[config.mk]
export PLATFORM = sky130hd
export DESIGN_NAME = timed_actuator_calibration_sequencer
export DESIGN_NICKNAME = d
export VERILOG_FILES = /design/src/tacs_pkg.sv /design/src/timed_actuator_calibration_sequencer.sv /design/src/tacs_step.sv
export VERILOG_INCLUDE_DIRS = /design/src /design/src/src
export SDC_FILE = /design/constraint.sdc
export NUM_CORES = 1
export LEC_CHECK = 0
export BUFFER_PORTS_ARGS = -buffer_cell sky130_fd_sc_hd__buf_2
export CAP_MARGIN = 20
export CELL_PAD_IN_SITES_DETAIL_PLACEMENT = 1
export CELL_PAD_IN_SITES_GLOBAL_PLACEMENT = 2
export CORE_ASPECT_RATIO = 1.25
export CORE_MARGIN = 4
export CORE_UTILIZATION = 37
export CTS_CLUSTER_SIZE = 20
export DETAILED_ROUTE_END_ITERATION = 12
export PLACE_DENSITY_LB_ADDON = 0.1
export SYNTH_ARGS = -nofsm -noshare
export SYNTH_HDL_FRONTEND = slang
export SYNTH_SLANG_ARGS = --single-unit
[constraint.sdc]
create_clock -name clk -period 8.52 [get_ports clk]
set_clock_uncertainty 0.2 [all_clocks]
set_input_delay 2.13 -clock clk [delete_from_list [all_inputs] [get_ports clk]]
set_output_delay 2.13 -clock clk [all_outputs]
set_load 0.05 [all_outputs]
[src/timed_actuator_calibration_sequencer_assert.svh]
// ----------------------------------------------------------------------------
// Assertion macros for the timed actuator calibration sequencer
// Two forms of a clocked check: same-cycle implication and next-cycle
// implication. Both are disabled while reset is held.
// ----------------------------------------------------------------------------
`ifndef TIMED_ACTUATOR_CALIBRATION_SEQUENCER_ASSERT_SVH
`define TIMED_ACTUATOR_CALIBRATION_SEQUENCER_ASSERT_SVH

// antecedent holds -> consequent holds in the same cycle
`define TACS_ASSERT_IMP(label, clk, rst, ante, cons, msg) \
  label: assert property (@(posedge clk) disable iff (rst) (ante) |-> (cons)) \
    else $error(msg);

// antecedent holds -> consequent holds in the next cycle
`define TACS_ASSERT_NXT(label, clk, rst, ante, cons, msg) \
  label: assert property (@(posedge clk) disable iff (rst) (ante) |=> (cons)) \
    else $error(msg);

`endif

[src/tacs_pkg.sv]
// ----------------------------------------------------------------------------
// tacs_pkg
// Types, codes and constants shared by the calibration sequencer modules.
// ----------------------------------------------------------------------------
`default_nettype none

package tacs_pkg;

  // time arithmetic width (now_ms is used modulo 2^TIME_BITS)
  localparam int TIME_BITS = 32;
  localparam int TOUT_BITS = 24;
  localparam int HOLD_BITS = 16;
  localparam int CMP_BITS  = (TIME_BITS > TOUT_BITS) ? TIME_BITS : TOUT_BITS;
  localparam int RUN_BITS  = 16;
  localparam int CFG_BITS  = 24;
  localparam int IDX_BITS  = 2;

  // configuration reset values
  localparam logic [TOUT_BITS-1:0] TOTAL_TIMEOUT_RST = TOUT_BITS'(20000);
  localparam logic [HOLD_BITS-1:0] ENABLE_SETTLE_RST = HOLD_BITS'(200);
  localparam logic [HOLD_BITS-1:0] COMMAND_GAP_RST   = HOLD_BITS'(50);
  localparam logic [HOLD_BITS-1:0] POSITION_HOLD_RST = HOLD_BITS'(1000);

  // configuration register indexes
  localparam logic [IDX_BITS-1:0] REG_TOTAL_TIMEOUT = 2'd0;
  localparam logic [IDX_BITS-1:0] REG_ENABLE_SETTLE = 2'd1;
  localparam logic [IDX_BITS-1:0] REG_COMMAND_GAP   = 2'd2;
  localparam logic [IDX_BITS-1:0] REG_POSITION_HOLD = 2'd3;

  typedef enum logic [1:0] {
    ACT_TICK  = 2'd0,
    ACT_START = 2'd1,
    ACT_ABORT = 2'd2,
    ACT_READ  = 2'd3
  } action_t;

  typedef enum logic [3:0] {
    PH_IDLE    = 4'd0,
    PH_CHECK   = 4'd1,
    PH_SETTLE  = 4'd2,
    PH_ZERO    = 4'd3,
    PH_PARAM   = 4'd4,
    PH_POS     = 4'd5,
    PH_ZERO1   = 4'd6,
    PH_NEG     = 4'd7,
    PH_ZERO2   = 4'd8,
    PH_STOP    = 4'd9,
    PH_DISABLE = 4'd10,
    PH_DONE    = 4'd11,
    PH_FAULT   = 4'd12,
    PH_ABORT   = 4'd13
  } phase_t;

  typedef enum logic [2:0] {
    FLT_NONE     = 3'd0,
    FLT_TIMEOUT  = 3'd1,
    FLT_OFFLINE  = 3'd2,
    FLT_ENABLE   = 3'd3,
    FLT_ZERO     = 3'd4,
    FLT_PARAM    = 3'd5,
    FLT_POSITION = 3'd6
  } fault_t;

  typedef enum logic [2:0] {
    CMD_NONE    = 3'd0,
    CMD_ENABLE  = 3'd1,
    CMD_ZERO    = 3'd2,
    CMD_PROFILE = 3'd3,
    CMD_MOVE    = 3'd4,
    CMD_STOP    = 3'd5,
    CMD_DISABLE = 3'd6
  } cmd_t;

  typedef enum logic [1:0] {
    TGT_ZERO = 2'd0,
    TGT_POS  = 2'd1,
    TGT_NEG  = 2'd2
  } target_t;

  // sequencer state carried from item to item
  typedef struct packed {
    phase_t                 phase;
    fault_t                 fault;
    target_t                target;
    logic [RUN_BITS-1:0]    run_count;
    logic [TIME_BITS-1:0]   phase_start;
    logic [TIME_BITS-1:0]   run_start;
    logic                   stop_sent;
    logic                   log_flag;
    logic                   session;
  } seq_state_t;

  // timing configuration
  typedef struct packed {
    logic [TOUT_BITS-1:0] total_timeout;
    logic [HOLD_BITS-1:0] enable_settle;
    logic [HOLD_BITS-1:0] command_gap;
    logic [HOLD_BITS-1:0] position_hold;
  } seq_cfg_t;

  // one input beat
  typedef struct packed {
    action_t              action;
    logic [TIME_BITS-1:0] now;
    logic                 healthy;
    logic                 ok;
  } seq_in_t;

  // one result beat
  typedef struct packed {
    logic                start_accepted;
    phase_t              phase;
    fault_t              fault_code;
    cmd_t                command;
    logic                shutdown_issued;
    logic                session_on;
    target_t             target_dir;
    logic [RUN_BITS-1:0] run_count;
    logic                run_active;
    logic                has_result;
    logic                log_pending;
  } seq_res_t;

endpackage

`default_nettype wire

[src/timed_actuator_calibration_sequencer.sv]
// A beat accepted into the input register moves to the result register when that
// register is free, and is offered on the result channel from there.
// The block takes one beat per cycle while the result channel does not stall.
// An input register and a result register part the two channels, so a new beat
// is taken while a finished result still waits on a stalled output.
// Reset (rst, synchronous, active high) returns to idle, clears the run count
// and flags and loads the default timing registers; no clearing pass is needed.
// ----------------------------------------------------------------------------
// timed_actuator_calibration_sequencer
// Top level: input register, sequencer state, timing registers, result register.
// ----------------------------------------------------------------------------
`default_nettype none

`include "timed_actuator_calibration_sequencer_assert.svh"

module timed_actuator_calibration_sequencer (
  input  wire logic                             clk,
  input  wire logic                             rst,
  // input channel
  input  wire logic                             in_valid,
  output logic                                  in_stall,
  input  wire logic [1:0]                       action,
  input  wire logic [31:0]                      now_ms,
  input  wire logic                             actuator_online,
  input  wire logic                             firmware_ok,
  input  wire logic                             closed_loop_ok,
  input  wire logic                             command_ok,
  // result channel
  output logic                                  out_valid,
  input  wire logic                             out_stall,
  output logic                                  start_accepted,
  output logic [3:0]                            phase,
  output logic [2:0]                            fault_code,
  output logic [2:0]                            command,
  output logic                                  shutdown_issued,
  output logic                                  session_on,
  output logic [1:0]                            target_dir,
  output logic [15:0]                           run_count,
  output logic                                  run_active,
  output logic                                  has_result,
  output logic                                  log_pending,
  // configuration write port
  input  wire logic                             cfg_we,
  input  wire logic [tacs_pkg::IDX_BITS-1:0]    cfg_index,
  input  wire logic [tacs_pkg::CFG_BITS-1:0]    cfg_data
);

  tacs_pkg::seq_in_t    in_q;
  logic                 in_q_valid;
  tacs_pkg::seq_state_t st;
  tacs_pkg::seq_state_t st_next;
  tacs_pkg::seq_cfg_t   cfg;
  tacs_pkg::seq_res_t   res_next;
  tacs_pkg::seq_res_t   res_q;
  logic                 fire;
  logic                 in_take;

  // a beat leaves the input register when the result register is free
  assign fire     = in_q_valid && (!out_valid || !out_stall);
  assign in_stall = in_q_valid && !fire;
  assign in_take  = in_valid && !in_stall;

  // input register
  always_ff @(posedge clk) begin
    if (rst) begin
      in_q_valid <= 1'b0;
    end else if (in_take) begin
      in_q_valid <= 1'b1;
    end else if (fire) begin
      in_q_valid <= 1'b0;
    end
  end

  always_ff @(posedge clk) begin
    if (in_take) begin
      in_q.action  <= tacs_pkg::action_t'(action);
      in_q.now     <= now_ms[tacs_pkg::TIME_BITS-1:0];
      in_q.healthy <= actuator_online && firmware_ok && closed_loop_ok;
      in_q.ok      <= command_ok;
    end
  end

  // timing registers
  always_ff @(posedge clk) begin
    if (rst) begin
      cfg.total_timeout <= tacs_pkg::TOTAL_TIMEOUT_RST;
      cfg.enable_settle <= tacs_pkg::ENABLE_SETTLE_RST;
      cfg.command_gap   <= tacs_pkg::COMMAND_GAP_RST;
      cfg.position_hold <= tacs_pkg::POSITION_HOLD_RST;
    end else if (cfg_we) begin
      case (cfg_index)
        tacs_pkg::REG_TOTAL_TIMEOUT: cfg.total_timeout <= cfg_data[tacs_pkg::TOUT_BITS-1:0];
        tacs_pkg::REG_ENABLE_SETTLE: cfg.enable_settle <= cfg_data[tacs_pkg::HOLD_BITS-1:0];
        tacs_pkg::REG_COMMAND_GAP:   cfg.command_gap   <= cfg_data[tacs_pkg::HOLD_BITS-1:0];
        tacs_pkg::REG_POSITION_HOLD: cfg.position_hold <= cfg_data[tacs_pkg::HOLD_BITS-1:0];
        default: cfg.total_timeout <= cfg.total_timeout;
      endcase
    end
  end

  // sequencer step
  tacs_step u_step (
    .cur  (st),
    .cfg  (cfg),
    .item (in_q),
    .nxt  (st_next),
    .res  (res_next)
  );

  // sequencer state
  always_ff @(posedge clk) begin
    if (rst) begin
      st.phase       <= tacs_pkg::PH_IDLE;
      st.fault       <= tacs_pkg::FLT_NONE;
      st.target      <= tacs_pkg::TGT_ZERO;
      st.run_count   <= '0;
      st.phase_start <= '0;
      st.run_start   <= '0;
      st.stop_sent   <= 1'b0;
      st.log_flag    <= 1'b0;
      st.session     <= 1'b0;
    end else if (fire) begin
      st <= st_next;
    end
  end

  // result register
  always_ff @(posedge clk) begin
    if (rst) begin
      out_valid <= 1'b0;
    end else if (fire) begin
      out_valid <= 1'b1;
    end else if (!out_stall) begin
      out_valid <= 1'b0;
    end
  end

  always_ff @(posedge clk) begin
    if (fire) begin
      res_q <= res_next;
    end
  end

  assign start_accepted  = res_q.start_accepted;
  assign phase           = res_q.phase;
  assign fault_code      = res_q.fault_code;
  assign command         = res_q.command;
  assign shutdown_issued = res_q.shutdown_issued;
  assign session_on      = res_q.session_on;
  assign target_dir      = res_q.target_dir;
  assign run_count       = res_q.run_count;
  assign run_active      = res_q.run_active;
  assign has_result      = res_q.has_result;
  assign log_pending     = res_q.log_pending;

  // checks
  `TACS_ASSERT_NXT(a_hold_stalled_beat, clk, rst, in_q_valid && !fire, in_q_valid,
    "stalled input beat was dropped")
  `TACS_ASSERT_IMP(a_fault_stop_sent, clk, rst, st.phase == tacs_pkg::PH_FAULT,
    st.stop_sent, "fault phase without stop and disable sent")
  `TACS_ASSERT_IMP(a_session_in_run, clk, rst, st.session,
    st.phase >= tacs_pkg::PH_CHECK && st.phase <= tacs_pkg::PH_DISABLE,
    "session held outside an active run")
  `TACS_ASSERT_IMP(a_shutdown_phase, clk, rst, out_valid && shutdown_issued,
    phase == tacs_pkg::PH_FAULT || phase == tacs_pkg::PH_ABORT,
    "shutdown reported outside fault or abort")
  `TACS_ASSERT_IMP(a_active_xor_result, clk, rst, out_valid,
    !(run_active && has_result), "result both active and finished")

endmodule

`default_nettype wire

[src/tacs_step.sv]
// ----------------------------------------------------------------------------
// tacs_step
// Next-state and result logic for one beat: start, abort, log read, or a
// tick that checks the run timeout and then the current phase's hold, if it has one.
// ----------------------------------------------------------------------------
`default_nettype none

module tacs_step (
  input  tacs_pkg::seq_state_t cur,
  input  tacs_pkg::seq_cfg_t   cfg,
  input  tacs_pkg::seq_in_t    item,
  output tacs_pkg::seq_state_t nxt,
  output tacs_pkg::seq_res_t   res
);

  logic                               active;
  logic [tacs_pkg::TIME_BITS-1:0]     run_el;
  logic [tacs_pkg::TIME_BITS-1:0]     ph_el;
  logic [tacs_pkg::CMP_BITS-1:0]      run_el_x;
  logic [tacs_pkg::CMP_BITS-1:0]      ph_el_x;
  logic                               timed_out;
  logic                               settle_exp;
  logic                               gap_exp;
  logic                               hold_exp;

  // elapsed times, wrap-safe modulo 2^TIME_BITS
  assign active   = (cur.phase inside {[tacs_pkg::PH_CHECK:tacs_pkg::PH_DISABLE]});
  assign run_el   = item.now - cur.run_start;
  assign ph_el    = item.now - cur.phase_start;
  assign run_el_x = tacs_pkg::CMP_BITS'(run_el);
  assign ph_el_x  = tacs_pkg::CMP_BITS'(ph_el);

  assign timed_out  = run_el_x > tacs_pkg::CMP_BITS'(cfg.total_timeout);
  assign settle_exp = ph_el_x >= tacs_pkg::CMP_BITS'(cfg.enable_settle);
  assign gap_exp    = ph_el_x >= tacs_pkg::CMP_BITS'(cfg.command_gap);
  assign hold_exp   = ph_el_x >= tacs_pkg::CMP_BITS'(cfg.position_hold);

  // sequencing
  always_comb begin
    tacs_pkg::cmd_t      cmd;
    tacs_pkg::fault_t    fcode;
    tacs_pkg::phase_t    adv_phase;
    tacs_pkg::target_t   adv_tgt;
    logic                accepted;
    logic                shut;
    logic                fail;
    logic                adv;
    logic                log_out;

    nxt       = cur;
    cmd       = tacs_pkg::CMD_NONE;
    fcode     = tacs_pkg::FLT_NONE;
    adv_phase = tacs_pkg::PH_IDLE;
    adv_tgt   = cur.target;
    accepted  = 1'b0;
    shut      = 1'b0;
    fail      = 1'b0;
    adv       = 1'b0;

    case (item.action)
      tacs_pkg::ACT_START: begin
        if (!active) begin
          accepted        = 1'b1;
          nxt.run_count   = cur.run_count + 1'b1;
          nxt.fault       = tacs_pkg::FLT_NONE;
          nxt.target      = tacs_pkg::TGT_ZERO;
          nxt.run_start   = item.now;
          nxt.stop_sent   = 1'b0;
          nxt.log_flag    = 1'b0;
          nxt.session     = 1'b1;
          nxt.phase       = tacs_pkg::PH_CHECK;
          nxt.phase_start = item.now;
        end
      end
      tacs_pkg::ACT_ABORT: begin
        if (active) begin
          shut            = 1'b1;
          nxt.session     = 1'b0;
          nxt.target      = tacs_pkg::TGT_ZERO;
          nxt.phase       = tacs_pkg::PH_ABORT;
          nxt.phase_start = item.now;
          nxt.log_flag    = 1'b1;
        end
      end
      tacs_pkg::ACT_TICK: begin
        if (active) begin
          if (timed_out) begin
            fail  = 1'b1;
            fcode = tacs_pkg::FLT_TIMEOUT;
          end else begin
            case (cur.phase)
              tacs_pkg::PH_CHECK: begin
                if (!item.healthy) begin
                  fail  = 1'b1;
                  fcode = tacs_pkg::FLT_OFFLINE;
                end else begin
                  cmd       = tacs_pkg::CMD_ENABLE;
                  fcode     = tacs_pkg::FLT_ENABLE;
                  adv_phase = tacs_pkg::PH_SETTLE;
                  adv       = item.ok;
                  fail      = !item.ok;
                end
              end
              tacs_pkg::PH_SETTLE: begin
                if (settle_exp) begin
                  cmd       = tacs_pkg::CMD_ZERO;
                  fcode     = tacs_pkg::FLT_ZERO;
                  adv_phase = tacs_pkg::PH_ZERO;
                  adv       = item.ok;
                  fail      = !item.ok;
                end
              end
              tacs_pkg::PH_ZERO: begin
                if (gap_exp) begin
                  cmd       = tacs_pkg::CMD_PROFILE;
                  fcode     = tacs_pkg::FLT_PARAM;
                  adv_phase = tacs_pkg::PH_PARAM;
                  adv       = item.ok;
                  fail      = !item.ok;
                end
              end
              tacs_pkg::PH_PARAM: begin
                if (gap_exp) begin
                  cmd       = tacs_pkg::CMD_MOVE;
                  fcode     = tacs_pkg::FLT_POSITION;
                  adv_phase = tacs_pkg::PH_POS;
                  adv_tgt   = tacs_pkg::TGT_POS;
                  adv       = item.ok;
                  fail      = !item.ok;
                end
              end
              tacs_pkg::PH_POS: begin
                if (hold_exp) begin
                  cmd       = tacs_pkg::CMD_MOVE;
                  fcode     = tacs_pkg::FLT_POSITION;
                  adv_phase = tacs_pkg::PH_ZERO1;
                  adv_tgt   = tacs_pkg::TGT_ZERO;
                  adv       = item.ok;
                  fail      = !item.ok;
                end
              end
              tacs_pkg::PH_ZERO1: begin
                if (hold_exp) begin
                  cmd       = tacs_pkg::CMD_MOVE;
                  fcode     = tacs_pkg::FLT_POSITION;
                  adv_phase = tacs_pkg::PH_NEG;
                  adv_tgt   = tacs_pkg::TGT_NEG;
                  adv       = item.ok;
                  fail      = !item.ok;
                end
              end
              tacs_pkg::PH_NEG: begin
                if (hold_exp) begin
                  cmd       = tacs_pkg::CMD_MOVE;
                  fcode     = tacs_pkg::FLT_POSITION;
                  adv_phase = tacs_pkg::PH_ZERO2;
                  adv_tgt   = tacs_pkg::TGT_ZERO;
                  adv       = item.ok;
                  fail      = !item.ok;
                end
              end
              tacs_pkg::PH_ZERO2: begin
                if (hold_exp) begin
                  cmd       = tacs_pkg::CMD_STOP;
                  fcode     = tacs_pkg::FLT_POSITION;
                  adv_phase = tacs_pkg::PH_STOP;
                  adv       = item.ok;
                  fail      = !item.ok;
                end
              end
              tacs_pkg::PH_STOP: begin
                // gap expiry moves on without a command
                if (gap_exp) begin
                  adv_phase = tacs_pkg::PH_DISABLE;
                  adv       = 1'b1;
                end
              end
              tacs_pkg::PH_DISABLE: begin
                cmd       = tacs_pkg::CMD_DISABLE;
                fcode     = tacs_pkg::FLT_ENABLE;
                adv_phase = tacs_pkg::PH_DONE;
                adv_tgt   = tacs_pkg::TGT_ZERO;
                adv       = item.ok;
                fail      = !item.ok;
              end
              default: begin
                adv = 1'b0;
              end
            endcase
          end
        end
      end
      default: begin
        accepted = 1'b0;
      end
    endcase

    // fault entry: stop and disable only once per run
    if (fail) begin
      nxt.fault       = fcode;
      nxt.target      = tacs_pkg::TGT_ZERO;
      if (!cur.stop_sent) begin
        shut          = 1'b1;
        nxt.stop_sent = 1'b1;
      end
      nxt.session     = 1'b0;
      nxt.phase       = tacs_pkg::PH_FAULT;
      nxt.phase_start = item.now;
      nxt.log_flag    = 1'b1;
    end

    // normal phase advance
    if (adv) begin
      nxt.target      = adv_tgt;
      nxt.phase       = adv_phase;
      nxt.phase_start = item.now;
      if (adv_phase == tacs_pkg::PH_DONE) begin
        nxt.session  = 1'b0;
        nxt.log_flag = 1'b1;
      end
    end

    // log read reports the flag, then clears it
    log_out = nxt.log_flag;
    if (item.action == tacs_pkg::ACT_READ) begin
      nxt.log_flag = 1'b0;
    end

    res.start_accepted  = accepted;
    res.phase           = nxt.phase;
    res.fault_code      = nxt.fault;
    res.command         = cmd;
    res.shutdown_issued = shut;
    res.session_on      = nxt.session;
    res.target_dir      = nxt.target;
    res.run_count       = nxt.run_count;
    res.run_active      = (nxt.phase inside {[tacs_pkg::PH_CHECK:tacs_pkg::PH_DISABLE]});
    res.has_result      = (nxt.phase inside {tacs_pkg::PH_DONE, tacs_pkg::PH_FAULT,
                                             tacs_pkg::PH_ABORT});
    res.log_pending     = log_out;
  end

endmodule

`default_nettype wire

==> results.md, run 1 <==
- Outcome: completed
- Syn nets: 2,081
- Chip height: 234.8 um
- Share of the synthesized area in the top cell type: 0.2182
- GRT overflow: 0
- Relative slew slack: 0.4577
- CP most frequent cell: o21ai_0
- GRT Util Overall: 0.2082
- Number of synthesized flops with an enable pin: 70
- Setup-failing EPs final: 0
- MaxCap Viol Count: 0
- Filler Cells Inserted: 4,976
- Slew Limit Fails: 0
- IO Count: 105
- Setup CP Type: reg2reg
- Startpoint Class: flip-flop
- Crit path time final: 7.723 ns
- Dpl cells: 2,449
- Layout area overhead: 12.94%
- Hold crit path type: reg2reg
- CTS sink cnt: 236
- Pwr per Cell Area: 183.7 nW/um2
- Drt wl/cell: 18.83 um
- Buf/Inv on CP: 3
- # diodes: 0
- Routed Antenna Nets: 0
- Final WL: 47,110 um
- Largest net degree at the start of global routing: 65
- Required @ worst endpoint: 8.63 ns
- Mux cell area share after synthesis: 0.006655
- Ys Warns: 0
- Layout cells sized above 1: 0.1089
- Critical path peak fanout: 13
- CP max-delay cell: a311oi_2
- Peak Freq: 129.5 MHz
- Hpwl dp: 35,820 um
- Global-route wire length before repair: 76,210 um
- Syn_area_per_cell: 8.144 um2
- Placer Congestion: 0.8618
- Initial cell density of the core: 0.3767
- Cell family contributing the most delay on the critical path: compound AO/OA/AOI/OAI gates
- Seq cells post-synth: 236
- Non-Filler Instances: 2,502
- Worst path max stage delay: 0.61 ns
- Xor/xnor share of the synthesized area: 0.04256
- Synth top area cells: dfxtp_1 22%, edfxtp_1 14%, ha_1 12%
- Post-CTS Hold Fix Bufs: 0
- Crit path DAT: 7.83 ns
- Post-synthesis simple-gate area fraction: 0.1939
- Row count: 82
- RSZ-0062 raised after global routing: no
- Fin Setup TNS: 0 ns
- Worst skew pair latency: 0.56 ns
- Hold Slack: 0.2544 ns
- Fin. Hold Viols: 0
- Post-layout util: 0.4255
- Worst Max-Slew Pin Slew: 0.8074 ns
- Core area: 40,420 um2
- Crit end category: flip-flop
- Post-Syn Area: 15,230 um2
- Clock Pin Slew Worst Setup and Hold Paths: 0.06 ns
- Ys async rst share: 0
- Final net count: 2,145
- Placement Cell Area: 16,240 um2
- Synth Flop Type: dfxtp_1
- Max clock buf depth: 3
- Initial antenna violation count: 0
- Synthesized instance count: 1,870
- Post-Synth Adder-Cell Area: 0.1177
- Post-CTS sizing: 0
- Total Die Area: 44,490 um2
- Distinct cell type count after synthesis: 82
- Starting DRT DRC Count: 680
- Total CTS buffers: 28
- Fin crit share: 0.9065
- Seq/Total Area, Yosys: 0.3563
- Input/output buffers: 104
- Max VDD drop: 154.2 uV
- Vias in the first global route: 14,122
- Htree depth: 1
- # DRC: 0
- Drt first pass iters: 4
- Area leader, netlist: dfxtp_1
- Setup repair bufs after CTS: 0
- CTS tree: done
- Leakage: 6.579 nW
- Routed vias: 13,497
- Synth Area in Compound Gates: 0.2192
- Vias per Instance: 5.394
- X dimension of the die: 189.5 um
- Design area: 17,200 um2
- Root buffer cell: clkbuf_16
- Largest family of logic cells by synthesized area: compound AO/OA/AOI/OAI gates
[per-layer routing]
| layer | track usage | up-vias | part of all wire |
|---|---|---|---|
| met5 | 0 | - | 0 |
| met4 | 0.04364 | 0 | 0.019 |
| met3 | 0.01930 | 50 | 0.026 |
| met2 | 0.3690 | 146 | 0.50 |
| met1 | 0.2765 | 6577 | 0.46 |
| li1 | - | 6724 | - |
[cells in the mapped netlist (all sizes together) (7+ instances only)]
library cell / count
dfxtp: 166
nand3: 61
o31ai: 43
o21ai: 90
a22oi: 8
o21bai: 7
a31oi: 12
a211oi: 13
o21a: 17
edfxtp: 70
nor2b: 9
xor2: 38
a211o: 21
nand4: 29
nand2: 317
a21oi: 196
o211ai: 11
a21o: 19
nor3: 31
a221oi: 7
and3: 19
buf: 29
mux2i: 9
nor2: 122
a311oi: 8
inv: 160
ha: 140
clkbuf: 57
xnor2: 36
nand2b: 14
and2: 10
[area by class of cell]
class / count / area [um2] / share of cell area
Clock inverter: 12 / 118.9 / 0.006911
Inverter: 163 / 611.8 / 0.03557
Tap cell: 546 / 683.2 / 0.03972
Multi-Input combinational cell: 1385 / 8870 / 0.5157
Sequential cell: 236 / 5425 / 0.3154
Clock buffer: 40 / 818.3 / 0.04758
Timing Repair Buffer: 120 / 671.9 / 0.03907
[per-stage QoR]
stage	power [mW]	worst slack [ns]
2_1_floorplan	1.739	2.554
3_3_place_gp	1.945	1.102
3_5_place_dp	1.960	0.8368
4_1_cts	3.207	0.7882
5_1_grt	3.341	0.1301
6_report	3.160	0.7970
[cells in the final DEF, fill, tap and decap left out, drive strengths merged, types with 36 or more instances in the layout]
cell | netlist | final
inv | 160 | 161
ha | 140 | 140
dfxtp | 166 | 166
a21oi | 196 | 196
nand2 | 317 | 317
xnor2 | 36 | 36
nand3 | 61 | 61
o31ai | 43 | 43
edfxtp | 70 | 70
xor2 | 38 | 38
nor2 | 122 | 122
clkbuf | 57 | 40
o21ai | 90 | 90
buf | 29 | 120
[sequential cells by signal, indices dropped and copies added, names as in the netlist, 2 cells and up]
| signal | count |
|---|---|
| cfg | 72 |
| command | 3 |
| run_count | 16 |
| st | 92 |
| phase | 4 |
| in_q | 36 |
| fault_code | 3 |
| target_dir | 2 |
[worst reg2reg max path: stages, from the launching register on]
cell and delay (ns):
edfxtp_1 0.41, inv_1 0.10, ha_1 0.18, inv_1 0.06, fa_1 0.43, a21oi_1 0.24
o21ai_0 0.19, o21ai_0 0.29, o21ai_0 0.34, a21boi_0 0.29, buf_4 0.16, o21ai_0 0.09
xor2_1 0.19, ha_1 0.30, nand4_1 0.11, nor3_1 0.34, nand4_1 0.18, or4_1 0.53
o31a_1 0.16, a311oi_1 0.30, and4bb_1 0.36, nand4_1 0.45, a311oi_2 0.61, nor2_4 0.19
mux2i_1 0.51, a21o_1 0.20, mux2i_1 0.07
[worst paths after layout]
check | slack, ns | depth (start not counted) | start | endpoint
worst min-delay path | 0.25 | 2 | cfg[1] | cfg[1]
worst max register to register | 0.80 | 26 | in_q[2] | run_active
worst max-delay path | 0.80 | 26 | in_q[2] | run_active
worst min register to register | 0.25 | 2 | cfg[1] | cfg[1]
[power by group]
group          internal, mW  switching, mW  total [mW]
logic                 0.250          0.450       0.699
clock network         0.728          0.498        1.23
registers              1.20         0.0319        1.23
total                  2.18          0.980        3.16
[kinds of logic (layout without fill, tap and decap cells)]
| family | after synthesis | in the layout |
|---|---|---|
| AND/OR/NAND/NOR | 654 | 654 |
| AO/OA/AOI/OAI | 505 | 505 |
| buffers and inverters | 249 | 335 |
| flip-flops | 236 | 236 |
| adder cells (fa/ha/maj) | 142 | 142 |
| XOR/XNOR | 74 | 74 |
| multiplexers | 10 | 10 |
Note: power is estimated with default switching activity, not from simulation.
==> run 2: changes to the inputs <==
--- a/config.mk
+++ b/config.mk
@@ -12,7 +12,7 @@
 export CELL_PAD_IN_SITES_GLOBAL_PLACEMENT = 2
 export CORE_ASPECT_RATIO = 1.25
 export CORE_MARGIN = 4
-export CORE_UTILIZATION = 37
+export CORE_UTILIZATION = 40
 export CTS_CLUSTER_SIZE = 20
 export DETAILED_ROUTE_END_ITERATION = 12
 export PLACE_DENSITY_LB_ADDON = 0.1
==> constraint.sdc (replaced) <==
create_clock -name clk -period 9.8 [get_ports clk]
set_clock_uncertainty 0.2 [all_clocks]
set_input_delay 2.45 -clock clk [delete_from_list [all_inputs] [get_ports clk]]
set_output_delay 2.45 -clock clk [all_outputs]
set_load 0.05 [all_outputs]
==> run 2 against run 1 <==
Net effect:
- non-clock buffer count down 2
- core utilization increased by 3.0 points
- critical path type unchanged
- cell count down 2.5%
- register-to-register slack improved by 1.3 ns
- routed wire length shrank 0.47%
- total power is 13% lower
- setup slack improved by 1.3 ns
- sequential power decreased by 13%
==> results.md, run 2 (same netlist as run 1, synthesis figures left out) <==
- Vias per Instance: 5.530 (+2.5%)
- Top Registers: st x92, cfg x72, in_q x36
- Peak Freq: 130.2 MHz (+0.57%)
- Final net count: 2,143 (-0.093%)
- Highest routed layer: met4
- Worst Max-Slew Pin Slew: 0.9097 ns (+0.1024 ns)
- Vias in the first global route: 13,816 (-2.2%)
- CP max-delay cell: buf_4
- Setup repair bufs after CTS: 0 (unchanged)
- Post-CTS sizing: 0 (unchanged)
- Crit path time final: 7.679 ns (-0.04363 ns)
- Root buffer cell: clkbuf_16
- Setup-failing EPs final: 0 (unchanged)
- Initial cell density of the core: 0.4065 (+0.02978)
- Routed met2 length: 23,340 um (about the same)
- Worst path max stage delay: 0.60 ns (about the same)
- Drt wl/cell: 19.22 um (+2.1%)
- GRT overflow: 0 (unchanged)
- Layout cells sized above 1: 0.1059 (-0.002959)
- CP most frequent cell: o21ai_0
- Outcome: completed
- Fin. Hold Viols: 0 (unchanged)
- CTS sink cnt: 236 (unchanged)
- Htree depth: 1 (unchanged)
- Routed Antenna Nets: 0 (unchanged)
- Crit path DAT: 7.95 ns (+0.12 ns)
- # diodes: 0 (unchanged)
- Post-layout util: 0.4559 (+0.03043)
- Max VDD drop: 123.6 uV (-20%)
- Fin crit share: 0.7836 (-0.1228)
- Slew Limit Fails: 0 (unchanged)
- Required @ worst endpoint: 10.07 ns (+1.44 ns)
- GRT Util Overall: 0.2200 (+0.01181)
- Placer Congestion: 0.8654 (+0.42%)
- Hpwl dp: 35,280 um (-1.5%)
- Initial antenna violation count: 0 (unchanged)
- Row count: 79 (-3.7%)
- Worst skew pair latency: 0.56 ns (about the same)
- Max clock buf depth: 3 (unchanged)
- R2R cell count: 26 (unchanged)
- Max reg flops: 92 (unchanged)
- CTS tree: done
- X dimension of the die: 182.5 um (-3.7%)
- Clock Pin Slew Worst Setup and Hold Paths: 0.06 ns (about the same)
- Leakage: 6.558 nW (-0.33%)
- Metal-1 WL: 21,130 um (-2.4%)
- Dpl ws: 2.143 ns (+1.306 ns)
- Final WL: 46,890 um (-0.47%)
- Min-Delay Endpoint: st[21]
- Setup slack, reg-to-reg: 2.12 ns (+1.32 ns)
- Filler Cells Inserted: 4,582 (-7.9%)
- Core area: 37,460 um2 (-7.3%)
- Critical path peak fanout: 64 (+51)
- Pwr per Cell Area: 161.6 nW/um2 (-12%)
- Relative slew slack: 0.3858 (-0.07189)
- Startpoint Class: flip-flop
- Overall Power: 2.760 mW (-13%)
- Cell family contributing the most delay on the critical path: compound AO/OA/AOI/OAI gates
- Buf/Inv on CP: 3 (unchanged)
- FF-to-FF Start: in_q[2]
- Total CTS buffers: 28 (unchanged)
- Reg2reg end: st[38]
- WP depth: 26 (unchanged)
- Hold Slack: 0.2529 ns (-0.001456 ns)
- MaxCap Viol Count: 0 (unchanged)
- Hold crit path type: reg2reg
- RSZ-0062 raised after global routing: no
- Global-route wire length before repair: 73,980 um (-2.9%)
- Layout area overhead: 12.15%
- Most frequent cells in the layout: 317 x nand2_1, 193 x a21oi_1, 166 x dfxtp_1, 157 x inv_1, 140 x ha_1
- Setup ws final: 2.121 ns (+1.324 ns)
- Drt first pass iters: 5 (+1)
- Largest net degree at the start of global routing: 99 (+52%)
- Setup CP Type: reg2reg
- Min-delay src: st[21]
- Fin Setup TNS: 0 ns (unchanged)
- # DRC: 0 (unchanged)
- Met3 WL: 1506 um (+21%)
- Input/output buffers: 104 (unchanged)
- WHS Path Cells: 2 (unchanged)
- Starting DRT DRC Count: 663 (-2.5%)
- Chip height: 226.2 um (-3.7%)
- Total Die Area: 41,280 um2 (-7.2%)
- Commonest non-fill, non-tap cell in the layout: nand2_1
- IO Count: 105 (unchanged)
- Routed vias: 13,494 (-0.022%)
- Crit end category: flip-flop
- Post-CTS Hold Fix Bufs: 0 (unchanged)
- Most flops, register: st
-- run 2: cell types whose count changed in the layout (fill, tap and decap cells not counted), sizes merged --
cell,before,now
buf,120,118
bufinv,2,4
clkinv,11,9
-- run 2: worst max-delay path by stage --
| stage | from | endpoint | slack (ns) |
|---|---|---|---|
| floorplan | in_q[2] | st[45] | 3.83 |
| global placement | in_q[2] | st[41] | 2.46 |
| detailed placement | in_q[2] | st[48] | 2.14 |
| CTS | in_q[2] | st[48] | 2.10 |
| global route | in_q[2] | st[49] | 1.28 |
| finish | in_q[2] | st[38] | 2.12 |
-- run 2: area by class of cell --
class	instances	area (um2)	area share
Clock buffer	40	777.0	0.04549
Timing Repair Buffer	118	631.9	0.03700
Tap cell	486	608.1	0.03560
Multi-Input combinational cell	1385	8861	0.5188
Clock inverter	12	163.9	0.009597
Sequential cell	236	5425	0.3177
Inverter	163	611.8	0.03582
-- run 2: per-stage QoR --
| stage | cells | area (um2) |
|---|---|---|
| 6_report | 2440 | 17080 |
| 5_1_grt | 2440 | 17080 |
| 4_1_cts | 2440 | 17080 |
| 3_5_place_dp | 2388 | 16140 |
| 3_3_place_gp | 2388 | 16140 |
| 2_1_floorplan | 1870 | 15230 |
-- run 2: per-layer routing --
| metal | vias up | global-route usage |
|---|---|---|
| li1 | 6706 | - |
| met1 | 6547 | 0.2816 |
| met2 | 190 | 0.3948 |
| met3 | 51 | 0.02868 |
| met4 | 0 | 0.05062 |
| met5 | - | 0 |
-- run 2: report_power, final --
part / internal (mW) / switching [mW]
Combinational: 0.214 / 0.391
Clock: 0.655 / 0.426
Sequential: 1.05 / 0.0277
Total: 1.92 / 0.844
-- run 2: worst register-to-register path, delay by kind of cell (launching register included) --
kind,cells,cell delay [ns]
buffers and inverters,3,0.77
AND/OR/NAND/NOR,7,2.11
XOR/XNOR,1,0.18
AO/OA/AOI/OAI,12,3.06
flip-flops,1,0.41
adder cells (fa/ha/maj),3,0.88
